<file path="src/hdl/char_histogram_scaled_bars_defines.svh">
// assertion macros shared by the histogram block
`ifndef CHAR_HISTOGRAM_SCALED_BARS_DEFINES_SVH
`define CHAR_HISTOGRAM_SCALED_BARS_DEFINES_SVH

// same-cycle implication, sampled on clk_i, off during reset
`define CHSB_ASSERT_NOW(label, ante, cons, msg) \
  label: assert property (@(posedge clk_i) disable iff (!rst_ni) (ante) |-> (cons)) \
    else $error(msg);

// next-cycle implication, sampled on clk_i, off during reset
`define CHSB_ASSERT_NEXT(label, ante, cons, msg) \
  label: assert property (@(posedge clk_i) disable iff (!rst_ni) (ante) |=> (cons)) \
    else $error(msg);

`endif

</file>
<file path="src/hdl/chsb_pkg.sv">
// package: sizes, payload types, fsm states and control structs of the histogram block
package chsb_pkg;

  localparam int unsigned NUM_BINS   = 128;
  localparam int unsigned COUNT_BITS = 24;
  localparam int unsigned IDX_W      = (NUM_BINS > 1) ? $clog2(NUM_BINS) : 1;
  localparam int unsigned CODE_W     = 8;
  localparam int unsigned SCALE_W    = 8;
  localparam int unsigned FIELD_W    = 24;
  localparam int unsigned BAR_W      = 8;
  localparam int unsigned PROD_W     = COUNT_BITS + SCALE_W;
  localparam int unsigned STEP_W     = $clog2(BAR_W);

  localparam logic [SCALE_W-1:0]    SCALE_RESET = SCALE_W'(20);
  localparam logic [COUNT_BITS-1:0] MAX_RESET   = COUNT_BITS'(1);

  typedef enum logic {
    CMD_ADD   = 1'b0,
    CMD_QUERY = 1'b1
  } cmd_e;

  typedef struct packed {
    cmd_e              command;
    logic [CODE_W-1:0] code;
  } req_t;

  typedef struct packed {
    logic [FIELD_W-1:0] bin_count;
    logic [BAR_W-1:0]   bar_length;
    logic [FIELD_W-1:0] largest_count;
  } rsp_t;

  typedef enum logic [1:0] {
    ST_IDLE,
    ST_READ,
    ST_PREP,
    ST_DIV
  } state_e;

  typedef struct packed {
    logic lookup;    // capture request, read bin
    logic update;    // write incremented bin, track max
    logic scale;     // count times bar scale
    logic div_init;  // load divider from product
    logic div_step;  // one quotient bit
    logic finish;    // last quotient bit, raise result strobe
  } ctrl_cmd_t;

  typedef struct packed {
    logic is_query;
  } ctrl_sts_t;

  // low field bits of a counter, zero extended when the counter is narrower
  function automatic logic [FIELD_W-1:0] to_field(input logic [COUNT_BITS-1:0] v);
    logic [31:0] w;
    w = 32'(v);
    return w[FIELD_W-1:0];
  endfunction

endpackage

</file>
<file path="src/hdl/chsb_ctrl.sv">
// controller: sequences lookup, update, scaling and the bit-serial divide
module chsb_ctrl (
  input  logic                clk_i,
  input  logic                rst_ni,
  input  logic                start_i,
  output logic                busy_o,
  input  chsb_pkg::ctrl_sts_t sts_i,
  output chsb_pkg::ctrl_cmd_t cmd_o
);

  chsb_pkg::state_e               state_q, state_d;
  logic [chsb_pkg::STEP_W-1:0]    cnt_q, cnt_d;

  always_ff @(posedge clk_i or negedge rst_ni) begin
    if (!rst_ni) begin
      state_q <= chsb_pkg::ST_IDLE;
      cnt_q   <= '0;
    end else begin
      state_q <= state_d;
      cnt_q   <= cnt_d;
    end
  end

  always_comb begin
    state_d = state_q;
    cnt_d   = cnt_q;
    cmd_o   = '0;
    busy_o  = 1'b1;
    case (state_q)
      chsb_pkg::ST_IDLE: begin
        busy_o = 1'b0;
        if (start_i) begin
          cmd_o.lookup = 1'b1;
          state_d      = chsb_pkg::ST_READ;
        end
      end
      chsb_pkg::ST_READ: begin
        if (sts_i.is_query) begin
          cmd_o.scale = 1'b1;
          state_d     = chsb_pkg::ST_PREP;
        end else begin
          cmd_o.update = 1'b1;
          state_d      = chsb_pkg::ST_IDLE;
        end
      end
      chsb_pkg::ST_PREP: begin
        cmd_o.div_init = 1'b1;
        cnt_d          = '0;
        state_d        = chsb_pkg::ST_DIV;
      end
      chsb_pkg::ST_DIV: begin
        cmd_o.div_step = 1'b1;
        cnt_d          = chsb_pkg::STEP_W'(cnt_q + 1'b1);
        if (cnt_q == chsb_pkg::STEP_W'(chsb_pkg::BAR_W - 1)) begin
          cmd_o.finish = 1'b1;
          state_d      = chsb_pkg::ST_IDLE;
        end
      end
      default: begin
        state_d = chsb_pkg::ST_IDLE;
      end
    endcase
  end

endmodule

</file>
<file path="src/hdl/chsb_dp.sv">
// datapath: bin memory, running max, scale register, multiplier and divider
`include "char_histogram_scaled_bars_defines.svh"

module chsb_dp (
  input  logic                               clk_i,
  input  logic                               rst_ni,
  input  chsb_pkg::req_t                     req_i,
  input  logic                               cfg_we_i,
  input  logic [chsb_pkg::SCALE_W-1:0]       cfg_wdata_i,
  input  chsb_pkg::ctrl_cmd_t                cmd_i,
  output chsb_pkg::ctrl_sts_t                sts_o,
  output logic                               valid_o,
  output chsb_pkg::rsp_t                     rsp_o
);

  localparam int unsigned CW = chsb_pkg::COUNT_BITS;
  localparam int unsigned BW = chsb_pkg::BAR_W;

  logic [CW-1:0]                 mem [chsb_pkg::NUM_BINS];
  logic [chsb_pkg::NUM_BINS-1:0] vld_q;
  logic [chsb_pkg::SCALE_W-1:0]  scale_q;
  logic [CW-1:0]                 max_q;
  logic                          valid_q;

  chsb_pkg::cmd_e                op_q;
  logic                          inside_q;
  logic [chsb_pkg::IDX_W-1:0]    idx_q;
  logic [CW-1:0]                 rd_q;
  logic                          rdv_q;
  logic [CW-1:0]                 count_q;
  logic [chsb_pkg::PROD_W-1:0]   prod_q;
  logic [CW-1:0]                 rem_q;
  logic [BW-1:0]                 lo_q;
  logic [BW-1:0]                 quo_q;

  logic                          in_range_w;
  logic [chsb_pkg::IDX_W-1:0]    rd_addr_w;
  logic [CW-1:0]                 cur_w;
  logic [CW-1:0]                 inc_w;
  logic [CW:0]                   trial_w;
  logic [CW:0]                   diff_w;
  logic                          ge_w;
  logic [CW-1:0]                 rem_d;

  assign in_range_w = ({1'b0, req_i.code} < (chsb_pkg::CODE_W + 1)'(chsb_pkg::NUM_BINS));
  assign rd_addr_w  = in_range_w ? req_i.code[chsb_pkg::IDX_W-1:0] : '0;

  // bin never written reads as zero; codes past the top bin read as zero
  assign cur_w = (inside_q && rdv_q) ? rd_q : '0;
  assign inc_w = (cur_w == '1) ? cur_w : CW'(cur_w + 1'b1);

  // restoring divide, one quotient bit per step
  assign trial_w = {rem_q, lo_q[BW-1]};
  assign ge_w    = (trial_w >= {1'b0, max_q});
  assign diff_w  = trial_w - {1'b0, max_q};
  assign rem_d   = ge_w ? diff_w[CW-1:0] : trial_w[CW-1:0];

  always_ff @(posedge clk_i or negedge rst_ni) begin
    if (!rst_ni) begin
      vld_q   <= '0;
      scale_q <= chsb_pkg::SCALE_RESET;
      max_q   <= chsb_pkg::MAX_RESET;
      valid_q <= 1'b0;
    end else begin
      valid_q <= cmd_i.finish;
      if (cfg_we_i) begin
        scale_q <= cfg_wdata_i;
      end
      if (cmd_i.update && inside_q) begin
        vld_q[idx_q] <= 1'b1;
        if (inc_w > max_q) begin
          max_q <= inc_w;
        end
      end
    end
  end

  always_ff @(posedge clk_i) begin
    if (cmd_i.lookup) begin
      rd_q     <= mem[rd_addr_w];
      rdv_q    <= vld_q[rd_addr_w];
      op_q     <= req_i.command;
      inside_q <= in_range_w;
      idx_q    <= rd_addr_w;
    end
    if (cmd_i.update && inside_q) begin
      mem[idx_q] <= inc_w;
    end
  end

  always_ff @(posedge clk_i) begin
    if (cmd_i.scale) begin
      count_q <= cur_w;
      prod_q  <= chsb_pkg::PROD_W'(cur_w) * chsb_pkg::PROD_W'(scale_q);
    end
    if (cmd_i.div_init) begin
      rem_q <= prod_q[chsb_pkg::PROD_W-1:BW];
      lo_q  <= prod_q[BW-1:0];
      quo_q <= '0;
    end else if (cmd_i.div_step) begin
      rem_q <= rem_d;
      lo_q  <= {lo_q[BW-2:0], 1'b0};
      quo_q <= {quo_q[BW-2:0], ge_w};
    end
  end

  assign sts_o.is_query = (op_q == chsb_pkg::CMD_QUERY);

  assign valid_o             = valid_q;
  assign rsp_o.bin_count     = chsb_pkg::to_field(count_q);
  assign rsp_o.bar_length    = quo_q;
  assign rsp_o.largest_count = chsb_pkg::to_field(max_q);

  `CHSB_ASSERT_NOW(a_max_nonzero, 1'b1, max_q != '0, "running max reached zero")
  `CHSB_ASSERT_NOW(a_count_le_max, valid_q, count_q <= max_q, "bin count above running max")
  `CHSB_ASSERT_NOW(a_bar_le_scale, valid_q, {1'b0, quo_q} <= (BW + 1)'(scale_q), "bar above scale")
  `CHSB_ASSERT_NEXT(a_div_query, cmd_i.div_init, op_q == chsb_pkg::CMD_QUERY, "divide on add")

endmodule

</file>
<file path="src/hdl/char_histogram_scaled_bars.sv">
// top level: byte value histogram with running max and scaled bar lengths
//
//  channel   | handshake               | payload                                   | dir
//  ----------+-------------------------+-------------------------------------------+----
//  request   | start / busy            | req_i  : command, code                    | in
//  result    | result_valid_o (strobe) | rsp_o  : bin_count, bar_length, largest   | out
//  config    | cfg_we_i                | cfg_wdata_i : bar_scale                   | in
//
// a request is taken on a clock edge with start high and busy low
// add request: registered bin read, then increment and write back, no result
// query request: bin read, multiply, divider load, 8 restoring divide steps;
//   the result strobe is high for the one cycle after the last divide step
// a new request may be taken in the same cycle the result strobe is high
// reset clears all bin valid flags at once, the running max to one and bar_scale to 20
module char_histogram_scaled_bars (
  input  logic                         clk_i,
  input  logic                         rst_ni,
  input  logic                         start,
  output logic                         busy,
  input  chsb_pkg::req_t               req_i,
  input  logic                         cfg_we_i,
  input  logic [chsb_pkg::SCALE_W-1:0] cfg_wdata_i,
  output logic                         result_valid_o,
  output chsb_pkg::rsp_t               rsp_o
);

  // command and status between the sequencer and the datapath
  chsb_pkg::ctrl_cmd_t cmd;
  chsb_pkg::ctrl_sts_t sts;

  // sequencer: idle, bin read, scale, divide loop
  chsb_ctrl u_ctrl (
    .clk_i   (clk_i),
    .rst_ni  (rst_ni),
    .start_i (start),
    .busy_o  (busy),
    .sts_i   (sts),
    .cmd_o   (cmd)
  );

  // datapath: bin store with per-bin valid flags, saturating increment,
  // running max, 24x8 multiplier and one-bit-per-cycle divider
  chsb_dp u_dp (
    .clk_i       (clk_i),
    .rst_ni      (rst_ni),
    .req_i       (req_i),
    .cfg_we_i    (cfg_we_i),
    .cfg_wdata_i (cfg_wdata_i),
    .cmd_i       (cmd),
    .sts_o       (sts),
    .valid_o     (result_valid_o),
    .rsp_o       (rsp_o)
  );

endmodule
</file>
<file path="config.mk">
export PLATFORM = sky130hd
export DESIGN_NAME = char_histogram_scaled_bars
export DESIGN_NICKNAME = d
export VERILOG_FILES = /design/src/hdl/chsb_pkg.sv /design/src/hdl/chsb_ctrl.sv /design/src/hdl/chsb_dp.sv /design/src/hdl/char_histogram_scaled_bars.sv
export VERILOG_INCLUDE_DIRS = /design/src /design/src/hdl
export SDC_FILE = /design/constraint.sdc
export NUM_CORES = 2
export LEC_CHECK = 0
export BUFFER_PORTS_ARGS = -buffer_cell sky130_fd_sc_hd__buf_2
export CAP_MARGIN = 0
export CORE_UTILIZATION = 30
export CTS_CLUSTER_SIZE = 12
export DETAILED_ROUTE_END_ITERATION = 12
export SLEW_MARGIN = 20
export SYNTH_ARGS = -nofsm -noshare
export SYNTH_HDL_FRONTEND = slang
export SYNTH_SLANG_ARGS = --single-unit
</file>
<file path="constraint.sdc">
create_clock -name clk_i -period 8.45 [get_ports clk_i]
set_clock_uncertainty 0.15 [all_clocks]
set_input_delay 0.845 -clock clk_i [delete_from_list [all_inputs] [get_ports clk_i]]
set_output_delay 0.845 -clock clk_i [all_outputs]
set_load 0.05 [all_outputs]
</file>
Yosys cells after proc, flatten, opt, wreduce, memory -nomap -nowiden --
Memories as Yosys holds them, arrays and structs flattened. A register that Yosys moved wholly into a read port is not among the register bits. Index checks and enable logic that the tools add are counted.
Word-level totals: logic and storage cells 70, memories kept 1, memory bits (writable) 3072, input bits 21, bits in registers 272, output and inout port bits 58
Operators by class: order comparisons 6, bitwise gates (word level) 1, multiplexer cells 28, multipliers 1, reductions and logical operators 8, $add $sub $neg 3, equal/unequal tests 7
Memories:
- u_dp.mem | words 128, width 24, read ports 1, clocked after Yosys merged registers in 1, write ports 1, RTL line chsb_dp.sv:19 | logic [CW-1:0] mem [chsb_pkg::NUM_BINS];
Operators by type and width (number):
- 128-bit bitwise OR | 1
- 24-bit 2-to-1 mux | 5
- 24-bit by 8-bit multiplier with 32-bit output | 1
- 25-bit by 24-bit greater-or-equal comparator with 1-bit output | 1
- 24-bit by 1-bit adder with 24-bit output (second input constant) | 1
- 24-bit == test (second input constant) | 1
- 24-bit > comparator | 1
- 24-bit subtractor | 1
- 7-bit by 8-bit less-than comparator with 1-bit output (second input constant) | 2
- 8-bit 2-to-1 mux | 2
- 1-bit 2-to-1 mux | 11
- 2-bit 2-to-1 mux | 5
- 8-bit less-than comparator (second input constant) | 1
- 2-bit one-hot mux with 4 select lines | 1
- 1-bit binary-select mux with 7-bit select | 1
- 1-bit demux with 7-bit select | 1
- 7-bit by 1-bit greater-or-equal comparator with 1-bit output (second input constant) | 1
- 7-bit 2-to-1 mux | 1
- 3-bit one-hot mux with 2 select lines | 1
- 2-bit == test (second input constant) | 2
- 2-bit AND reduction | 2
- 2-bit nonzero test | 2
- 3-bit by 1-bit adder with 3-bit output (second input constant) | 1
- 3-bit == test (second input constant) | 1
- 5 further kinds | 7

Logic depth before layout (Yosys ltp) --
depth in word-level cells 6, depth in mapped cells 23

By module --
A second synthesis with hierarchy kept.
Second synthesis, totals: cells, all modules 7200, area, all modules 137104.0 um^2
Modules (own cells, without submodules):
- chsb_dp | times used 1, cells each 7174, area an instance 136838.7 um^2
- chsb_ctrl | times used 1, cells each 26, area an instance 265.3 um^2

Worst setup path after synthesis --
No wires, ideal clock.
kind reg-to-reg, from register u_dp.inside_q, to register u_dp.max_q[13], path slack -0.186 ns, clock period less this slack 8.636 ns, stages on the path, launching flop included 23, data arrival time 8.349 ns, cells stage by stage edfxtp_1 > clkbuf_1 > and3_1 > clkbuf_1 > ha_1 > and2_1 > and4_1 > nand4_2 > nand2b_1 > nor3_1 > nand3_1 > xnor2_1 > ha_1 > a21o_1 > a21o_1 > a21oi_1 > o21ai_0 > a21oi_1 > nor3_1 > o311a_1 > clkbuf_1 > buf_2 > mux2_1
On the way: longest elaborated chain between the ends 6, elaborated cells on any way between the ends 8
Ends and longest elaborated chain:
- start: declaration | RTL line chsb_dp.sv:26 | logic inside_q;
- start signal: assignment | RTL line chsb_dp.sv:83 | inside_q <= in_range_w;
- 1-bit logical AND (*) | RTL line chsb_dp.sv:49 | assign cur_w = (inside_q && rdv_q) ? rd_q : '0;
- 24-bit 2-to-1 mux (*) | RTL line chsb_dp.sv:49
- named net u_dp.cur_w[0] | RTL line chsb_dp.sv:38 | logic [CW-1:0] cur_w;
- 24-bit by 1-bit adder with 24-bit output / 24-bit == test (equally long branches) | RTL line chsb_dp.sv:50 | assign inc_w = (cur_w == '1) ? cur_w : CW'(cur_w + 1'b1);
- 24-bit 2-to-1 mux (*) | RTL line chsb_dp.sv:50
- named net u_dp.inc_w[9] | RTL line chsb_dp.sv:39 | logic [CW-1:0] inc_w;
- 24-bit > comparator (*) | RTL line chsb_dp.sv:71 | if (inc_w > max_q) begin
- 2-bit AND reduction (no source line) (*)
- end signal: assignment | RTL line chsb_dp.sv:62 | max_q <= chsb_pkg::MAX_RESET;
- end signal: assignment | RTL line chsb_dp.sv:72 | max_q <= inc_w;
- end: declaration | RTL line chsb_dp.sv:22 | logic [CW-1:0] max_q;
The timed path passes the listed nets; every way through them passes the cells marked *. A chain may end at the register's enable or synchronous reset.

Final worst setup path --
from register u_dp.inside_q, to register u_dp.prod_q[30] (netlist name) (data pin)
On the way: longest elaborated chain between the ends 3
Ends and longest elaborated chain:
- 1-bit logical AND | RTL line chsb_dp.sv:49
- 24-bit 2-to-1 mux | RTL line chsb_dp.sv:49
- named net u_dp.cur_w[15] | RTL line chsb_dp.sv:38
- 24-bit by 8-bit multiplier with 32-bit output | RTL line chsb_dp.sv:94 | prod_q <= chsb_pkg::PROD_W'(cur_w) * chsb_pkg::PROD_W'(scale_q);
- end signal: assignment | RTL line chsb_dp.sv:94
- end: declaration | RTL line chsb_dp.sv:31 | logic [chsb_pkg::PROD_W-1:0] prod_q;
The timed path passes the listed nets, and every way through them passes these cells.

==> results.tsv <==
metric	value	unit
hold_violations	0	
ioPinCount	79	
h-tree-depth	5	
p_leak	53.22	nW
synth_top_area_cell	edfxtp_1	
core_area	456800	µm²
grt_max_degree	130	
cp_max_fo	25	
synth_top_flop_cell	edfxtp_1	
slew_headroom	14.84	%
drv_slew	0	
yosysUniqueCellTypes	69	
clockBufferDepth	4	
synth_xor_area_share	0.4131	%
grt_busiest_layer	met2	
postRouteAntennaNets	0	
start_util	30.17	%
crit_type	flop to flop	
fp.dieH	679.7	µm
routed-via-count	78073	
syn_nets	8480	
syn_area	137800	µm²
drtPass1Iterations	6	
design.die.area	462000	µm²
worstPathArrival	7360	ps
rsz0062_at_grt	no	
grt-ovfl-total	0	
fin_crit	6864	ps
ys_seq_area_share	72.74	%
irDropWorstVdd	296.6	µV
grt_pass1_wl	569.6	mm
fp-row-count	248	
setup_tns	0	ps
grt_pass1_vias	77609	
holdCritPathClass	input port to flop	
ys_ff_latch	3368	
setup_viol	0	
drt-total-wl	401.1	mm
wire_per_inst	27.00	µm
numCtsBuffers	351	
synthToLayoutAreaGrowth	14.76	%
syn_inst	8223	
via_per_inst	5.255	
status	finished, final reports clean	
cts.reportedPaths.clkPinSlew	60	ps
final_core_util	34.62	%
synth-compound-area-share	6.558	%
route.detailed.drc	0	
post-dp-hpwl	236.3	mm
ys_warn_count	0	
synth_simple_gate_area_share	5.042	%
dpl_cell_area	147100	µm²
async_flop_share	4.929	%
die_w	679.7	µm
synthAdderAreaFrac	2.868	%
fmax	145.7	MHz
antenna_found_initial	23	
gr-usage-met3	3.281	%
fin_crit_sh	81.23	%
cp-start-kind	flop	
synth_top_area_share	69.61	%
drt_iter0_drc	9295	
grt_usage	16.78	%
power_density	240.7	nW/µm²
root_buffer	clkbuf_16	
post_cts_buffers	0	
synth_top_family_by_area	multiplexers	
postSynthAreaPerCell	16.76	µm²
cts_tree	built	
cts.sinks	3368	
gr-usage-met2	26.64	%
worst_setup_path_end_kind	flop	
clk_latency	960	ps
io_buffers	78	
finalWeightedCongestion	0.8730	
drive_gt1_share	17.31	%
final_cell_area	158100	µm²
ys_top_cells_by_area	edfxtp_1 (70%), mux4_2 (5.5%), mux2i_1 (4.5%), dfrtp_1 (3.0%), fa_1 (1.9%)	
met1_usage	22.73	%
drv_cap	0	
fin_total_pwr	38.06	mW
cp.required	8940	ps
synth-edff-count	3194	
tightest_slew	1259	ps
final_nets	8711	
synthMuxAreaShare	10.22	%
final timing paths:
path                                start           endpoint  slack (ps)  cells past startpoint
max in group asynchronous          rst_ni          async pin        6330                      3
max                         u_dp.inside_q    u_dp.prod_q[30]        1590                     20
min reg2reg                u_dp.vld_q[45]     u_dp.vld_q[45]         310                      1
min in group asynchronous          rst_ni     u_dp.vld_q[36]         530                      2
max reg2reg                 u_dp.inside_q    u_dp.prod_q[30]        1590                     20
min                                 start  u_ctrl.state_q[0]         120                      3
registers in the layout (all words and copies together), names as in the netlist, named ones only:
register / count
u_ctrl.cnt_q: 3
u_dp.max_q: 24
u_dp.inside_q: 1
u_dp.quo_q: 8
u_dp.prod_q: 32
u_dp.lo_q: 8
u_dp.rem_q: 24
u_dp.sts_o: 1
u_dp.rd_q: 24
u_ctrl.state_q: 1
u_dp.mem: 3072
u_dp.idx_q: 7
u_dp.count_q: 24
u_dp.scale_q: 8
u_dp.valid_o: 1
u_dp.vld_q: 128
u_dp.rdv_q: 1
placed cells by master (no fill, tap or decap), types with 140 or more instances in the layout:
cell type	count
nor2_1	212
o21ai_0	178
clkbuf_1	140
o221ai_1	214
buf_4	263
inv_1	176
mux2i_1	616
edfxtp_1	3194
o211ai_1	160
a21oi_1	385
dfrtp_1	162
nand2_1	536
mux4_2	334
and2_1	141
clkbuf_16	361
o22ai_1	209
Yosys cell counts (3+ instances only):
master	instances
and2_1	141
o21bai_1	8
o211ai_1	160
and3_1	40
inv_2	6
o21a_1	9
clkbuf_1	292
nor2b_1	38
inv_1	177
mux4_2	334
nand3_1	131
nor4_2	3
a21oi_1	385
or2_2	129
dfrtp_1	163
a21o_1	25
nand2_1	543
or3_1	3
buf_6	12
nor3_1	89
buf_4	42
a311oi_1	18
mux2_2	34
o22ai_1	209
o21ai_0	181
nand2b_1	12
a211oi_1	18
edfxtp_1	3194
dfxtp_1	8
nor2_1	345
nor4_1	3
a31oi_1	4
nand4_1	13
xnor2_1	44
mux2i_1	616
buf_1	45
o221ai_1	214
fa_1	133
dfstp_2	3
o311a_1	3
o21ai_1	30
xor2_1	21
buf_2	112
a221oi_1	104
ha_1	103
timing repair:
| action | 4_1_cts | 5_1_grt |
|---|---|---|
| gates resized for setup | 0 | 0 |
| setup endpoints to repair | 0 | 0 |
| hold buffers | 10 | 0 |
| endpoints found under the hold margin | 88 | 0 |
worst max-delay path, stage by stage, from the launching register on:
cell      delay [ps]
edfxtp_1         790
and2_0           890
nand2_1          270
inv_1            240
nand2_1          120
fa_1             590
inv_1             60
fa_1             520
inv_1             50
fa_1             480
inv_1             40
ha_1             350
a21o_1           200
a21o_1           170
a21oi_1          230
o211ai_1         120
a221oi_1         540
and4b_1          310
o21ai_0          180
o21ai_0          120
xor2_1           150
through the flow:
stage | hold slack [ps] | setup WS [ps] | std cells
final | 121.2 | 1586 | 14856
after global routing | 102.7 | 1268 | 14851
after CTS | 62.82 | 1721 | 14846
after detailed placement | 298.6 | 1802 | 14212
after global placement | 295.8 | 1854 | 14210
after floorplan | 280.9 | 32.04 | 8223
cells by family (layout without fill, tap and decap cells):
family                     Yosys count  in the layout
DFF                               3368           3368
and+or+nand+nor                   1501           1501
AOI/OAI and AO/OA                 1379           1379
muxes                              985            985
buffers and inverters              689           1191
adders and majority gates          236            236
xor gates and xnor gates            65             65
other                                0              6
where the power goes:
part           switching (mW)  internal, mW
combinational            2.95          1.45
sequential              0.289          18.6
clock                    6.38          8.39
total                    9.62          28.4
per-layer routing:
| layer | share of wire (%) | vias up |
|---|---|---|
| met5 | 0.0080 | - |
| met4 | 4.3 | 4 |
| met3 | 8.8 | 677 |
| met2 | 46 | 3663 |
| met1 | 41 | 40999 |
| li1 | - | 32730 |
layout make-up:
cell class | instances | area, µm²
tap | 6125 | 7664
clock inverter | 93 | 840.8
clock buffer | 531 | 9972
fill | 43065 | 298600
multi-input combinational | 4166 | 35530
inverter | 185 | 719.4
sequential | 3368 | 100200
timing repair buffer | 382 | 3161
antenna | 6 | 15.01
No activity file was read; power rests on OpenSTA's default activity.
